==> config.mk <==
export PLATFORM = sky130hd
export DESIGN_NAME = tcw_front
export DESIGN_NICKNAME = d
export VERILOG_FILES = /design/src/rtl/tcw_pkg.sv /design/src/rtl/tcw_front.sv
export SDC_FILE = /design/constraint.sdc
export NUM_CORES = 1
export LEC_CHECK = 0
export BUFFER_PORTS_ARGS = -buffer_cell sky130_fd_sc_hd__buf_2
export CAP_MARGIN = 25
export CORE_AREA = 4 4 41 43
export DETAILED_ROUTE_END_ITERATION = 10
export DIE_AREA = 0 0 45 47
export PLACE_DENSITY = 0.77
export SYNTH_ARGS = -nofsm -noshare
export SYNTH_HDL_FRONTEND = slang
export SYNTH_SLANG_ARGS = --single-unit
==> constraint.sdc <==
create_clock -name vclk -period 0.8
set_input_delay 0 -clock vclk [all_inputs]
set_output_delay 0 -clock vclk [all_outputs]
set_load 0.02 [all_outputs]
==> src/rtl/tcw_pkg.sv <==
// shared constants, types and helpers of the text console writer
// no dependencies; every rtl file but tcw_ram refers to it by scoped names
package tcw_pkg;

    // screen geometry
    localparam int COLUMNS = 80;
    localparam int ROWS    = 25;
    localparam int CELLS   = COLUMNS * ROWS;

    // field widths fixed by the ports
    localparam int COL_W   = 7;
    localparam int ROW_W   = 5;
    localparam int ADDR_W  = 11;
    localparam int CELL_W  = 16;
    localparam int CHAR_W  = 8;
    localparam int ATTR_W  = 8;
    localparam int CMD_W   = 2;

    // one spare bit so a column or line can step past the edge before wrap
    localparam int COLX_W  = COL_W + 1;
    localparam int ROWX_W  = ROW_W + 1;

    localparam int TAB_STEP = 8;
    localparam logic [COLX_W-1:0] TAB_MASK = ~COLX_W'(TAB_STEP - 1);

    // command queue depth, a power of two
    localparam int QDEPTH  = 2;
    localparam int QPTR_W  = 1;

    localparam logic [CELL_W-1:0] BLANK_CELL = 16'h0F20;
    localparam logic [ATTR_W-1:0] ATTR_RESET = 8'h0F;

    // command codes
    localparam logic [CMD_W-1:0] CMD_PUT   = 2'd0;
    localparam logic [CMD_W-1:0] CMD_CLEAR = 2'd1;
    localparam logic [CMD_W-1:0] CMD_READ  = 2'd2;

    // character codes with a meaning of their own
    localparam logic [CHAR_W-1:0] CH_BS    = 8'h08;
    localparam logic [CHAR_W-1:0] CH_TAB   = 8'h09;
    localparam logic [CHAR_W-1:0] CH_LF    = 8'h0A;
    localparam logic [CHAR_W-1:0] CH_CR    = 8'h0D;
    localparam logic [CHAR_W-1:0] CH_SPACE = 8'h20;
    localparam logic [CHAR_W-1:0] CH_DEL   = 8'h7F;

    // classified operation handed from front to back
    typedef enum logic [2:0] {
        OP_NOP,
        OP_PRINT,
        OP_BS,
        OP_TAB,
        OP_CR,
        OP_LF,
        OP_CLEAR,
        OP_READ
    } op_t;

    typedef struct packed {
        op_t               op;
        logic [CHAR_W-1:0] code;
        logic [ADDR_W-1:0] addr;
    } q_entry_t;

    // result beat, cursor_pos in the lowest bits
    typedef struct packed {
        logic [CELL_W-1:0] cell_data;
        logic              scrolled;
        logic [COL_W-1:0]  cursor_col;
        logic [ROW_W-1:0]  cursor_row;
        logic [ADDR_W-1:0] cursor_pos;
    } res_t;

    typedef enum logic [2:0] {
        BK_INIT,
        BK_IDLE,
        BK_READ,
        BK_COPY,
        BK_BLANK,
        BK_CLEAR
    } bk_state_t;

    function automatic logic [ADDR_W-1:0] cell_index(logic [ROW_W-1:0] line,
                                                     logic [COL_W-1:0] col);
        cell_index = ADDR_W'(line) * ADDR_W'(COLUMNS) + ADDR_W'(col);
    endfunction

endpackage

==> src/rtl/tcw_front.sv <==
// front end: takes input beats and classifies them into queue entries
// depends on tcw_pkg
module tcw_front (
    input  logic                      s_tvalid,
    output logic                      s_tready,
    input  logic [23:0]               s_tdata,
    input  logic [tcw_pkg::CMD_W-1:0] s_tuser,
    input  logic                      busy,
    input  logic                      q_full,
    output logic                      q_push,
    output tcw_pkg::q_entry_t         q_in
);

    logic [tcw_pkg::CHAR_W-1:0] code;
    logic [tcw_pkg::ADDR_W-1:0] addr;

    assign code = s_tdata[tcw_pkg::CHAR_W-1:0];
    assign addr = s_tdata[tcw_pkg::CHAR_W +: tcw_pkg::ADDR_W];

    assign s_tready = !busy && !q_full;
    assign q_push   = s_tvalid && s_tready;

    always_comb
    begin
        q_in.code = code;
        q_in.addr = addr;
        q_in.op   = tcw_pkg::OP_NOP;
        case (s_tuser)
            tcw_pkg::CMD_PUT:
            begin
                case (code)
                    tcw_pkg::CH_BS:  q_in.op = tcw_pkg::OP_BS;
                    tcw_pkg::CH_TAB: q_in.op = tcw_pkg::OP_TAB;
                    tcw_pkg::CH_CR:  q_in.op = tcw_pkg::OP_CR;
                    tcw_pkg::CH_LF:  q_in.op = tcw_pkg::OP_LF;
                    default:
                    begin
                        if (code inside {[tcw_pkg::CH_SPACE:tcw_pkg::CH_DEL]})
                        begin
                            q_in.op = tcw_pkg::OP_PRINT;
                        end
                    end
                endcase
            end
            tcw_pkg::CMD_CLEAR: q_in.op = tcw_pkg::OP_CLEAR;
            tcw_pkg::CMD_READ:
            begin
                // out of range reads just report the cursor with zero data
                if (addr < tcw_pkg::ADDR_W'(tcw_pkg::CELLS))
                begin
                    q_in.op = tcw_pkg::OP_READ;
                end
            end
            default: q_in.op = tcw_pkg::OP_NOP;
        endcase
    end

endmodule

Word-level counts from Yosys, hierarchy flattened
Cells that the tools add are included.
Widths: inputs -> output; s select.

word-level totals
  flip-flop bits (word level) = 0
  bits of input ports = 29
  output and inout bits = 24
  logic and storage cells = 19

operators by class
  $lt $le $gt $ge = 3
  equal/unequal tests = 6
  muxes and demuxes = 4
  reduce and logical (&&, ||, !) cells = 6

operator list
  cell                  count
  $eq 8x4->1 const B    4
  $pmux 3 s4            1
  $lt 11x11->1 const B  1
  $pmux 3 s3            1
  $ge 8x6->1 const B    1
  $le 8x7->1 const B    1
  $logic_and 1x1->1     3
  $mux 3                1
  $eq 2x1->1 const B    1
  $eq 2x2->1 const B    1
  $logic_not 1->1       2
  $logic_not 2->1       1
  $mux 1                1

Depth between registers and ports, before layout
  depth in word-level cells = 5
  mapped depth = 3
  gate-level depth less buffers = 3

Worst setup path before layout
No wires, ideal clock.

  path type = input to output
  start point = input port s_tdata[2]
  end point = output port q_in[19] (netlist bit)
  data arrival time = 0.838 ns
  required time = 0.800 ns
  setup slack = -0.038 ns
  stages on the path = 3
  path buffers = 0
  cells stage by stage = nor4b_2 a211oi_1 nor3_1

RTL lines
  element             line             RTL
  start: declaration  tcw_front.sv:6   input logic [23:0] s_tdata,
  end: declaration    tcw_front.sv:11  output tcw_pkg::q_entry_t q_in

==> run_results.csv <==
group,metric,value,unit
setup_path,path_cells,"buf_8 -> nor4b_4 -> a211oi_2 -> nor3_2 -> buf_4",
timing,final_max_slew_viol_count,0,
synth,syn_nets,69,
route,dr.pass1.iters,1,
setup_path,worstPathArrival,0.82,ns
route,drt_iter0_markers,0,
die,die-height,47,um
cells_and_area,diodes,0,
grt,grt_start_max_net_pins,5,
hold_path,hold_class,"in2out",
synth,yosysTopAreaCellShare,0.5022,
setup_path,critPathCaptureType,"primary output",
cells_and_area,ff_latch_area,0,um2
power_and_ir_drop,power_density,669.2,nW/um2
timing,tns,-0.02420,ns
grt,grt_pass1_wl,1.283,mm
timing,finalHoldViolCount,0,
cells_and_area,nFillCells,155,
timing,setup_viol,1,
die,fp-row-count,13,
cells_and_area,drive_gt1_frac,0.8235,
setup_path,required,0.80,ns
synth,synth.cell_area,284.0,um2
route,via_per_inst,4.373,
synth,yosysSeqAreaShare,0,
route,routedWlPerCell,11.55,um
cells_and_area,finalNetCount,99,
cells_and_area,clockBufferCount,0,
clock_network,cts_hold_buf,0,
die,start_util,0.2183,
die,die_x,45,um
placement,gp_congestion,0.6968,
die,core_area,1301,um2
power_and_ir_drop,vdd_drop_max,0.2220,mV
setup_path,crit_type,"in2out",
cells_and_area,syn_to_final_growth,76.65,%
timing,fin_crit_sh,1.030,
setup_path,cp_top_family,"simple AND/OR/NAND/NOR gates",
setup_path,path_buf_inv,2,
timing,fin_crit,0.8242,ns
timing,tightest_slew,0.2119,ns
route,drt_wl_total,959,um
timing,fmax,1213,MHz
synth,syn_area_per_cell,7.101,um2
grt,grt_antenna_before_repair,0,
placement,place_ws,-0.07406,ns
route,drc,0,
route,num_vias,363,
die,fp.dieArea,2115,um2
outcome,status,"finished with violations",
timing,slew_headroom,0.8581,
grt,grt-ovfl-total,0,
outcome,violations,"setup timing",
route,drt.antenna.violating_nets,0,
power_and_ir_drop,power_leakage,0.2566,nW
grt,grt_pass1_vias,338,
cells_and_area,design.seq.count,0,
setup_path,worst_setup_path_start_kind,"input pin",
die,boundaryPins,53,
setup_path,cp_max_fo,3,
job,cap_violations,0,
synth,synth.distinct_cells,17,
placement,place_hpwl,807.4,um
grt,grt_usage,0.07632,
synth,synthCells,40,
timing,fin_ws,-0.02420,ns
timing,rsz0062_at_grt,"yes",
placement,buffer_ports.inserted,40,
cells_and_area,multi_input_area,190.2,um2
synth,yosysWarnings,0,
synth,yosysTopAreaCell,"buf_4",
synth,synthTopCellsByArea,"buf_4, xor2_1, nor4b_2",
setup_path,max_stage_delay,0.27,ns
setup_path,crit_slowest_cell,"nor4b_4",
==> layout make-up <==
type               instances  share of cell area
repair buffers            47              0.5835
well taps                 15             0.03741
multi-input cells         21              0.3791
==> placed cells by master (no fill, tap or decap), drive strengths merged <==
cell and count:
nand4b 1, xor2 2, buf 47, nand3 1, nor2b 1, o211ai 1, nor2 3, a21oi 1
and2 1, o21ba 1, nor3 2, a211oi 1, nor4b 1, o31ai 1, nand4 1, nor3b 1
o21ai 2
==> cells by family (layout without fill, tap and decap cells) <==
group	Yosys count	count (layout)	synth area share
compound gates	7	7	0.1674
simple gates	12	12	0.2687
buf+inv	19	47	0.5022
xor+xnor	2	2	0.06169
==> metrics by stage <==
stage               cell area (um2)  hold slack (ns)  power (mW)  instances  utilization
floorplan                     294.0          0.05126      0.2082         40            -
global placement              415.4        0.0002364      0.2804         82       0.3192
CTS                           466.7        0.0002364      0.3144         83       0.3587
finish                        501.7      0.000008817      0.3357         83       0.3856
global route                  501.7       0.00002924      0.3622         83       0.3856
detailed placement            415.4        0.0002364      0.2848         82       0.3192
==> power breakdown <==
part	total (mW)	internal, mW	switching (mW)
logic	0.336	0.160	0.176
clock network	0	0	0
registers	0	0	0
==> synthesized netlist by cell type <==
| cell type | count |
|---|---|
| nand4_1 | 1 |
| a211oi_1 | 1 |
| buf_4 | 19 |
| and2_1 | 1 |
| nand4b_1 | 1 |
| nand3_1 | 1 |
| a21oi_1 | 1 |
| o21ba_2 | 1 |
| o21ai_0 | 2 |
| o31ai_1 | 1 |
| nor3_1 | 2 |
| nor2b_1 | 1 |
| nor4b_2 | 1 |
| o211ai_1 | 1 |
| nor2_1 | 3 |
| xor2_1 | 2 |
| nor3b_1 | 1 |
==> layer usage <==
metal	GRT usage	share of wire
met5	0	0
met4	0	0
met1	0.08539	0.31
met3	0.01533	0.20
met2	0.1554	0.49
==> final timing paths <==
kind | start | endpoint | slack [ns] | depth (start not counted)
worst max-delay path | s_tdata[4] | q_in[19] | -0.02 | 5
worst min-delay path | s_tdata[8] | q_in[0] | 0.000009 | 0
==> timing repair <==
item                       in CTS  in global routing
setup endpoints to repair       3                  3
buffers inserted                1                  0
pin swaps                       8                  3
resized for setup               9                  9
No activity file was read; power rests on OpenSTA's default activity.
