**config.mk**
```make
export PLATFORM = sky130hd
export DESIGN_NAME = tcw_queue
export DESIGN_NICKNAME = d
export VERILOG_FILES = /design/src/rtl/tcw_pkg.sv /design/src/rtl/tcw_queue.sv
export SDC_FILE = /design/constraint.sdc
export NUM_CORES = 1
export LEC_CHECK = 0
export ABC_AREA = 1
export BUFFER_PORTS_ARGS = -buffer_cell sky130_fd_sc_hd__buf_2
export CORE_MARGIN = 2
export CORE_UTILIZATION = 30
export DETAILED_ROUTE_END_ITERATION = 10
export GPL_ROUTABILITY_DRIVEN = 0
export SKIP_LAST_GASP = 1
export SYNTH_ARGS = -nofsm -noshare
export SYNTH_HDL_FRONTEND = slang
export SYNTH_SLANG_ARGS = --single-unit
```
**constraint.sdc**
```tcl
create_clock -name clk -period 1.7 [get_ports clk]
set_input_delay 0.425 -clock clk [delete_from_list [all_inputs] [get_ports clk]]
set_output_delay 0.425 -clock clk [all_outputs]
set_load 0.02 [all_outputs]
```
**src/rtl/tcw_pkg.sv**
```systemverilog
// shared constants, types and helpers of the text console writer
// no dependencies; every rtl file but tcw_ram refers to it by scoped names
package tcw_pkg;

    // screen geometry
    localparam int COLUMNS = 80;
    localparam int ROWS    = 25;
    localparam int CELLS   = COLUMNS * ROWS;

    // field widths fixed by the ports
    localparam int COL_W   = 7;
    localparam int ROW_W   = 5;
    localparam int ADDR_W  = 11;
    localparam int CELL_W  = 16;
    localparam int CHAR_W  = 8;
    localparam int ATTR_W  = 8;
    localparam int CMD_W   = 2;

    // one spare bit so a column or line can step past the edge before wrap
    localparam int COLX_W  = COL_W + 1;
    localparam int ROWX_W  = ROW_W + 1;

    localparam int TAB_STEP = 8;
    localparam logic [COLX_W-1:0] TAB_MASK = ~COLX_W'(TAB_STEP - 1);

    // command queue depth, a power of two
    localparam int QDEPTH  = 2;
    localparam int QPTR_W  = 1;

    localparam logic [CELL_W-1:0] BLANK_CELL = 16'h0F20;
    localparam logic [ATTR_W-1:0] ATTR_RESET = 8'h0F;

    // command codes
    localparam logic [CMD_W-1:0] CMD_PUT   = 2'd0;
    localparam logic [CMD_W-1:0] CMD_CLEAR = 2'd1;
    localparam logic [CMD_W-1:0] CMD_READ  = 2'd2;

    // character codes with a meaning of their own
    localparam logic [CHAR_W-1:0] CH_BS    = 8'h08;
    localparam logic [CHAR_W-1:0] CH_TAB   = 8'h09;
    localparam logic [CHAR_W-1:0] CH_LF    = 8'h0A;
    localparam logic [CHAR_W-1:0] CH_CR    = 8'h0D;
    localparam logic [CHAR_W-1:0] CH_SPACE = 8'h20;
    localparam logic [CHAR_W-1:0] CH_DEL   = 8'h7F;

    // classified operation handed from front to back
    typedef enum logic [2:0] {
        OP_NOP,
        OP_PRINT,
        OP_BS,
        OP_TAB,
        OP_CR,
        OP_LF,
        OP_CLEAR,
        OP_READ
    } op_t;

    typedef struct packed {
        op_t               op;
        logic [CHAR_W-1:0] code;
        logic [ADDR_W-1:0] addr;
    } q_entry_t;

    // result beat, cursor_pos in the lowest bits
    typedef struct packed {
        logic [CELL_W-1:0] cell_data;
        logic              scrolled;
        logic [COL_W-1:0]  cursor_col;
        logic [ROW_W-1:0]  cursor_row;
        logic [ADDR_W-1:0] cursor_pos;
    } res_t;

    typedef enum logic [2:0] {
        BK_INIT,
        BK_IDLE,
        BK_READ,
        BK_COPY,
        BK_BLANK,
        BK_CLEAR
    } bk_state_t;

    function automatic logic [ADDR_W-1:0] cell_index(logic [ROW_W-1:0] line,
                                                     logic [COL_W-1:0] col);
        cell_index = ADDR_W'(line) * ADDR_W'(COLUMNS) + ADDR_W'(col);
    endfunction

endpackage

```
**src/rtl/tcw_queue.sv**
```systemverilog
// short queue of classified operations between front and back
// depends on tcw_pkg
module tcw_queue (
    input  logic              clk,
    input  logic              rst_n,
    input  logic              push,
    input  tcw_pkg::q_entry_t din,
    output logic              full,
    input  logic              pop,
    output tcw_pkg::q_entry_t head,
    output logic              empty
);

    tcw_pkg::q_entry_t           entry_reg [tcw_pkg::QDEPTH];
    logic [tcw_pkg::QPTR_W-1:0]  wr_ptr_reg, wr_ptr_next;
    logic [tcw_pkg::QPTR_W-1:0]  rd_ptr_reg, rd_ptr_next;
    logic [tcw_pkg::QPTR_W:0]    count_reg, count_next;

    assign full  = count_reg == (tcw_pkg::QPTR_W + 1)'(tcw_pkg::QDEPTH);
    assign empty = count_reg == '0;
    assign head  = entry_reg[rd_ptr_reg];

    always_comb
    begin
        wr_ptr_next = push ? wr_ptr_reg + 1'b1 : wr_ptr_reg;
        rd_ptr_next = pop  ? rd_ptr_reg + 1'b1 : rd_ptr_reg;
        count_next  = count_reg;
        if (push && !pop)
        begin
            count_next = count_reg + 1'b1;
        end
        else if (pop && !push)
        begin
            count_next = count_reg - 1'b1;
        end
    end

    always_ff @(posedge clk or negedge rst_n)
    begin
        if (!rst_n)
        begin
            wr_ptr_reg <= '0;
            rd_ptr_reg <= '0;
            count_reg  <= '0;
        end
        else
        begin
            wr_ptr_reg <= wr_ptr_next;
            rd_ptr_reg <= rd_ptr_next;
            count_reg  <= count_next;
        end
    end

    always_ff @(posedge clk)
    begin
        if (push)
        begin
            entry_reg[wr_ptr_reg] <= din;
        end
    end

endmodule

```
Word-level counts from Yosys, hierarchy flattened --
Memory sizes are Yosys's and may differ from the RTL's. Cells that the tools add are included. W data, S select, Z words.
Word-level totals: register bits 4, RAM bits 44, input port bits 26, output and inout bits 24, logic and storage cells 19, memories 1
Operators by class: add/subtract/negate cells 4, eq/ne operators 1, muxes and demuxes 4, reductions and logical operators 6
Memories:
- entry_reg | words 2, width 22, read ports 1, clocked after Yosys merged registers in 0, wr ports 1, RTL line tcw_queue.sv:14 | tcw_pkg::q_entry_t entry_reg [tcw_pkg::QDEPTH];
Operators by type and width (number):
- $mux W2 | 2
- $add A1 B1 Y1 const B | 2
- $add A2 B1 Y2 const B | 1
- $eq A2 B2 Y1 const B | 1
- $logic_and A1 B1 Y1 | 2
- $logic_not A1 Y1 | 2
- $logic_not A2 Y1 | 1
- $mux W1 | 2
- $reduce_bool A2 Y1 | 1
- $sub A2 B1 Y2 const B | 1

Logic depth before layout (Yosys ltp) --
depth in word-level cells 4, mapped depth 7, depth with buffers taken out 7

Least setup slack after synthesis --
No wires, ideal clock.
path type input to register, start point input push, end point memory entry_reg[0][0] (netlist bit), enable pin, setup time 0.401 ns, data arrival time 1.397 ns, required time 1.299 ns, slack -0.098 ns, cell stages on the path 2, buffers on the path 0, cell sequence inv_1 nor2_1
Between the ends: longest elaborated chain between the ends 2
RTL lines:
- start: declaration | RTL line tcw_queue.sv:6 | input logic push,
- $mux W1 | RTL line tcw_queue.sv:56 | if (push)
- $mux W1 (implied by the code) | RTL line tcw_queue.sv:58 | entry_reg[wr_ptr_reg] <= din;
- end: declaration | RTL line tcw_queue.sv:14
No other way between the ends.

==> impl_results.rst <==
.. list-table::
   :header-rows: 1

   * - Metric
     - Value
   * - Total count of hold-check failures in the final report
     - 0
   * - Number of remaining DRC errors
     - 0
   * - Int Pwr
     - 0.002697 W
   * - Outcome
     - complete, but fails checks
   * - Count of synthesis-stage warnings from yosys
     - 0
   * - Combinational family with the most area after synthesis
     - multiplexers
   * - Vias in the first global route
     - 947
   * - Initial DRC count
     - 32
   * - CP Capture Type
     - output port
   * - Net count after synthesis
     - 120
   * - Highest attainable clock frequency
     - 0.5592 GHz
   * - Routed length per placed instance
     - 13.40 um
   * - CP arrival
     - 1.36 ns
   * - Vias after detailed routing
     - 978
   * - Clock tree from TritonCTS
     - built
   * - First-pass GRT wire length
     - 4374 um
   * - Number of resized instances in the post-cts repair step
     - 0
   * - Number of nets in the layout
     - 180
   * - Number of H-tree branching levels
     - 2
   * - Sequential element share of the synthesized area
     - 0.7905
   * - Wirelength, routed
     - 3055 um
   * - Clock Tree Root
     - sky130_fd_sc_hd__clkbuf_8
   * - DIE AREA
     - 6628 sq um
   * - Diode insertion count for antenna repair
     - 0
   * - Die width
     - 81.42 um
   * - Share of the cycle needed by the critical path after routing
     - 1.052
   * - Estimated wirelength of the detail-placed design
     - 2120 um
   * - # setup viols final
     - 22
   * - Share of cell area taken by muxes after synthesis
     - 0.1378
   * - Clock network fraction of design power
     - 0.237
   * - Max-slew violation total from the final report
     - 0
   * - Distinct cell type count after synthesis
     - 12
   * - Slew margin rel.
     - 0.8632
   * - Most frequent cells in the layout
     - 49 x sky130_fd_sc_hd__buf_2, 44 x sky130_fd_sc_hd__edfxtp_1, 22 x sky130_fd_sc_hd__mux2_2
   * - Flip-flop count of the largest register after layout
     - 44
   * - Number of buffers added on ports
     - 49
   * - Cells along the critical path
     - buf_12 -> mux2_2 -> buf_2
   * - Worst-case vdd ir drop
     - 0.6907 mV
   * - Startpoint of the worst register-to-register path
     - wr_ptr_reg
   * - Worst-path fanout max
     - 23
   * - Register clock-pin slew on the reported worst setup and hold paths
     - 0.08 ns
   * - Layout cells sized above 1
     - 0.5490
   * - Post-detailed-route via-to-cell ratio
     - 4.289
   * - Post-synthesis share of cell area spent on full adders, half adders and majority gates
     - 0.006959
   * - Area Overhead vs Synth
     - 28.25%
   * - Bufs on Longest Clock Path
     - 2
   * - Clock net sink count
     - 48
   * - Areal power density over the cells
     - 1680 nW/um^2
   * - Critical-path cell with the highest stage delay
     - sky130_fd_sc_hd__dfrtp_1
   * - Number of CTS-inserted buffers
     - 5
   * - Sw frac
     - 0.3036
   * - Post-Syn Instances
     - 93
   * - Initial antenna violation count
     - 0
   * - Sequential fraction of design power
     - 0.429
   * - Vert. Die Dim
     - 81.42 um
   * - Required time of the worst setup path
     - 1.27 ns
   * - Total power draw
     - 0.003873 W
   * - Leak Pwr
     - 0.9166 nW
   * - Count of maximum capacitance violations
     - 0
   * - Most common cell after layout, fill and taps aside
     - sky130_fd_sc_hd__buf_2
   * - Sum of negative setup slack
     - -1.691 ns
   * - #FFs+latches synth
     - 48
   * - Simple-gate area share of the yosys netlist
     - 0.02296
   * - Worst Hold Class
     - in2reg
   * - Hold path start
     - din[10]
   * - # fillers
     - 545
   * - Clock latency reported for the late side of the worst-skew pair
     - 0.29 ns
   * - Share of the core filled with cells in the final layout
     - 0.3941
   * - Largest net degree at the start of global routing
     - 24
   * - NetSw
     - 0.001176 W
   * - Violated checks
     - negative setup slack
   * - Remaining number of nets flagged by the antenna check after routing
     - 0
   * - Fraction of power consumed by combinational cells
     - 0.334
   * - Starting utilization of the core area
     - 0.3073
   * - Type of the worst setup path
     - reg2out
   * - Mean area per synthesized cell
     - 19.33 sq um
   * - Standard-cell row count
     - 28
   * - Area share of xor/xnor cells in the synthesized design
     - 0.01461
   * - Setup slack at placement
     - 0.2173 ns
   * - First-pass detailed-route iteration total
     - 2
   * - Slew at the pin closest to its max-slew limit
     - 0.2052 ns
   * - Shortest period the worst path allows
     - 1.788 ns
   * - Worst Setup SP
     - rd_ptr_reg
   * - Startpoint Class
     - flip-flop
   * - Number of top-level design ports
     - 50
   * - Synthesized cell area
     - 1798 sq um
   * - Hold Worst Slack
     - 0.3242 ns
   * - Crit path setup slack, layout
     - -0.08814 ns
   * - Residual overflow from global routing
     - 0
   * - Core Area
     - 5851 sq um
   * - Clock tree skew after final layout
     - 0.001920 ns
   * - Total track usage
     - 0.09420
   * - Synth Area in Compound Gates
     - 0
   * - Unrepaired setup endpoints after global routing
     - yes
   * - Largest stage delay on the critical path
     - 0.37 ns
==> layer usage <==
metal  wire length (um)  track usage
met5                  0            0
met4                 45      0.04407
met2               1596       0.1656
met1               1191      0.09675
met3                221      0.03956
==> synth_stat cells <==
| library cell | number | area share |
|---|---|---|
| sky130_fd_sc_hd__ha_1 | 1 | 0.0070 |
| sky130_fd_sc_hd__inv_1 | 7 | 0.015 |
| sky130_fd_sc_hd__mux2_2 | 22 | 0.14 |
| sky130_fd_sc_hd__xnor2_1 | 1 | 0.0049 |
| sky130_fd_sc_hd__nand3_1 | 1 | 0.0028 |
| sky130_fd_sc_hd__nand2_1 | 5 | 0.010 |
| sky130_fd_sc_hd__dfrtp_1 | 4 | 0.056 |
| sky130_fd_sc_hd__xor2_1 | 2 | 0.0097 |
| sky130_fd_sc_hd__nand4_1 | 1 | 0.0035 |
| sky130_fd_sc_hd__buf_6 | 2 | 0.013 |
| sky130_fd_sc_hd__edfxtp_1 | 44 | 0.73 |
| sky130_fd_sc_hd__nor2_1 | 3 | 0.0063 |
==> layout make-up <==
cell class / count / area, sq um / share of cell area
Clock buffer: 5 / 68.82 / 0.02984
Clock inverter: 2 / 60.06 / 0.02604
Inverter: 7 / 26.28 / 0.01139
Multi-Input combinational cell: 36 / 330.3 / 0.1432
Sequential cell: 48 / 1421 / 0.6164
Tap cell: 75 / 93.84 / 0.04069
Timing Repair Buffer: 55 / 305.3 / 0.1324
==> per-stage QoR <==
stage	instance area, sq um	instances
floorplan	1800	93
global placement	2167	220
detailed placement	2167	220
CTS	2306	228
global route	2306	228
finish	2306	228
==> critical path, delay by kind of cell (launching register included) <==
family   cells  cell delay, ns
flops        1            0.37
buf+inv      2            0.35
mux          1            0.35
==> power groups by stage <==
stage                     Clock (W)  Sequential [W]  Combinational [W]
after floorplan                   0         0.00168           0.000888
after global placement            0         0.00168            0.00129
after detailed placement          0         0.00169            0.00131
after CTS                  0.000951         0.00166            0.00132
after global routing       0.000998         0.00168            0.00139
final                      0.000917         0.00166            0.00130
==> path summary, 6_finish.rpt <==
| path | end | slack, ns | cells past startpoint |
|---|---|---|---|
| worst max-delay path | head[6] | -0.09 | 3 |
| worst min-delay path | entry_reg[0][10] | 0.32 | 1 |
| worst max register to register | entry_reg[0][15] | 0.61 | 2 |
| worst min register to register | wr_ptr_reg | 0.51 | 1 |
| max in group asynchronous | wr_ptr_reg | 1.11 | 2 |
| min in group asynchronous | count_reg[1] | 0.47 | 2 |
==> kinds of logic (layout without fill, tap and decap cells) <==
| group | Yosys count | in the layout |
|---|---|---|
| simple gates | 10 | 10 |
| mux | 22 | 22 |
| buf+inv | 9 | 69 |
| flops | 48 | 48 |
| xor+xnor | 3 | 3 |
| fa+ha+maj | 1 | 1 |
==> repair_timing <==
item / in CTS / in global routing
hold endpoints to repair: 4 / 0
hold buffers: 1 / 0
buffers inserted: 0 / 0
endpoints found under the setup margin: 22 / 22
No activity file was read; power rests on OpenSTA's default activity.
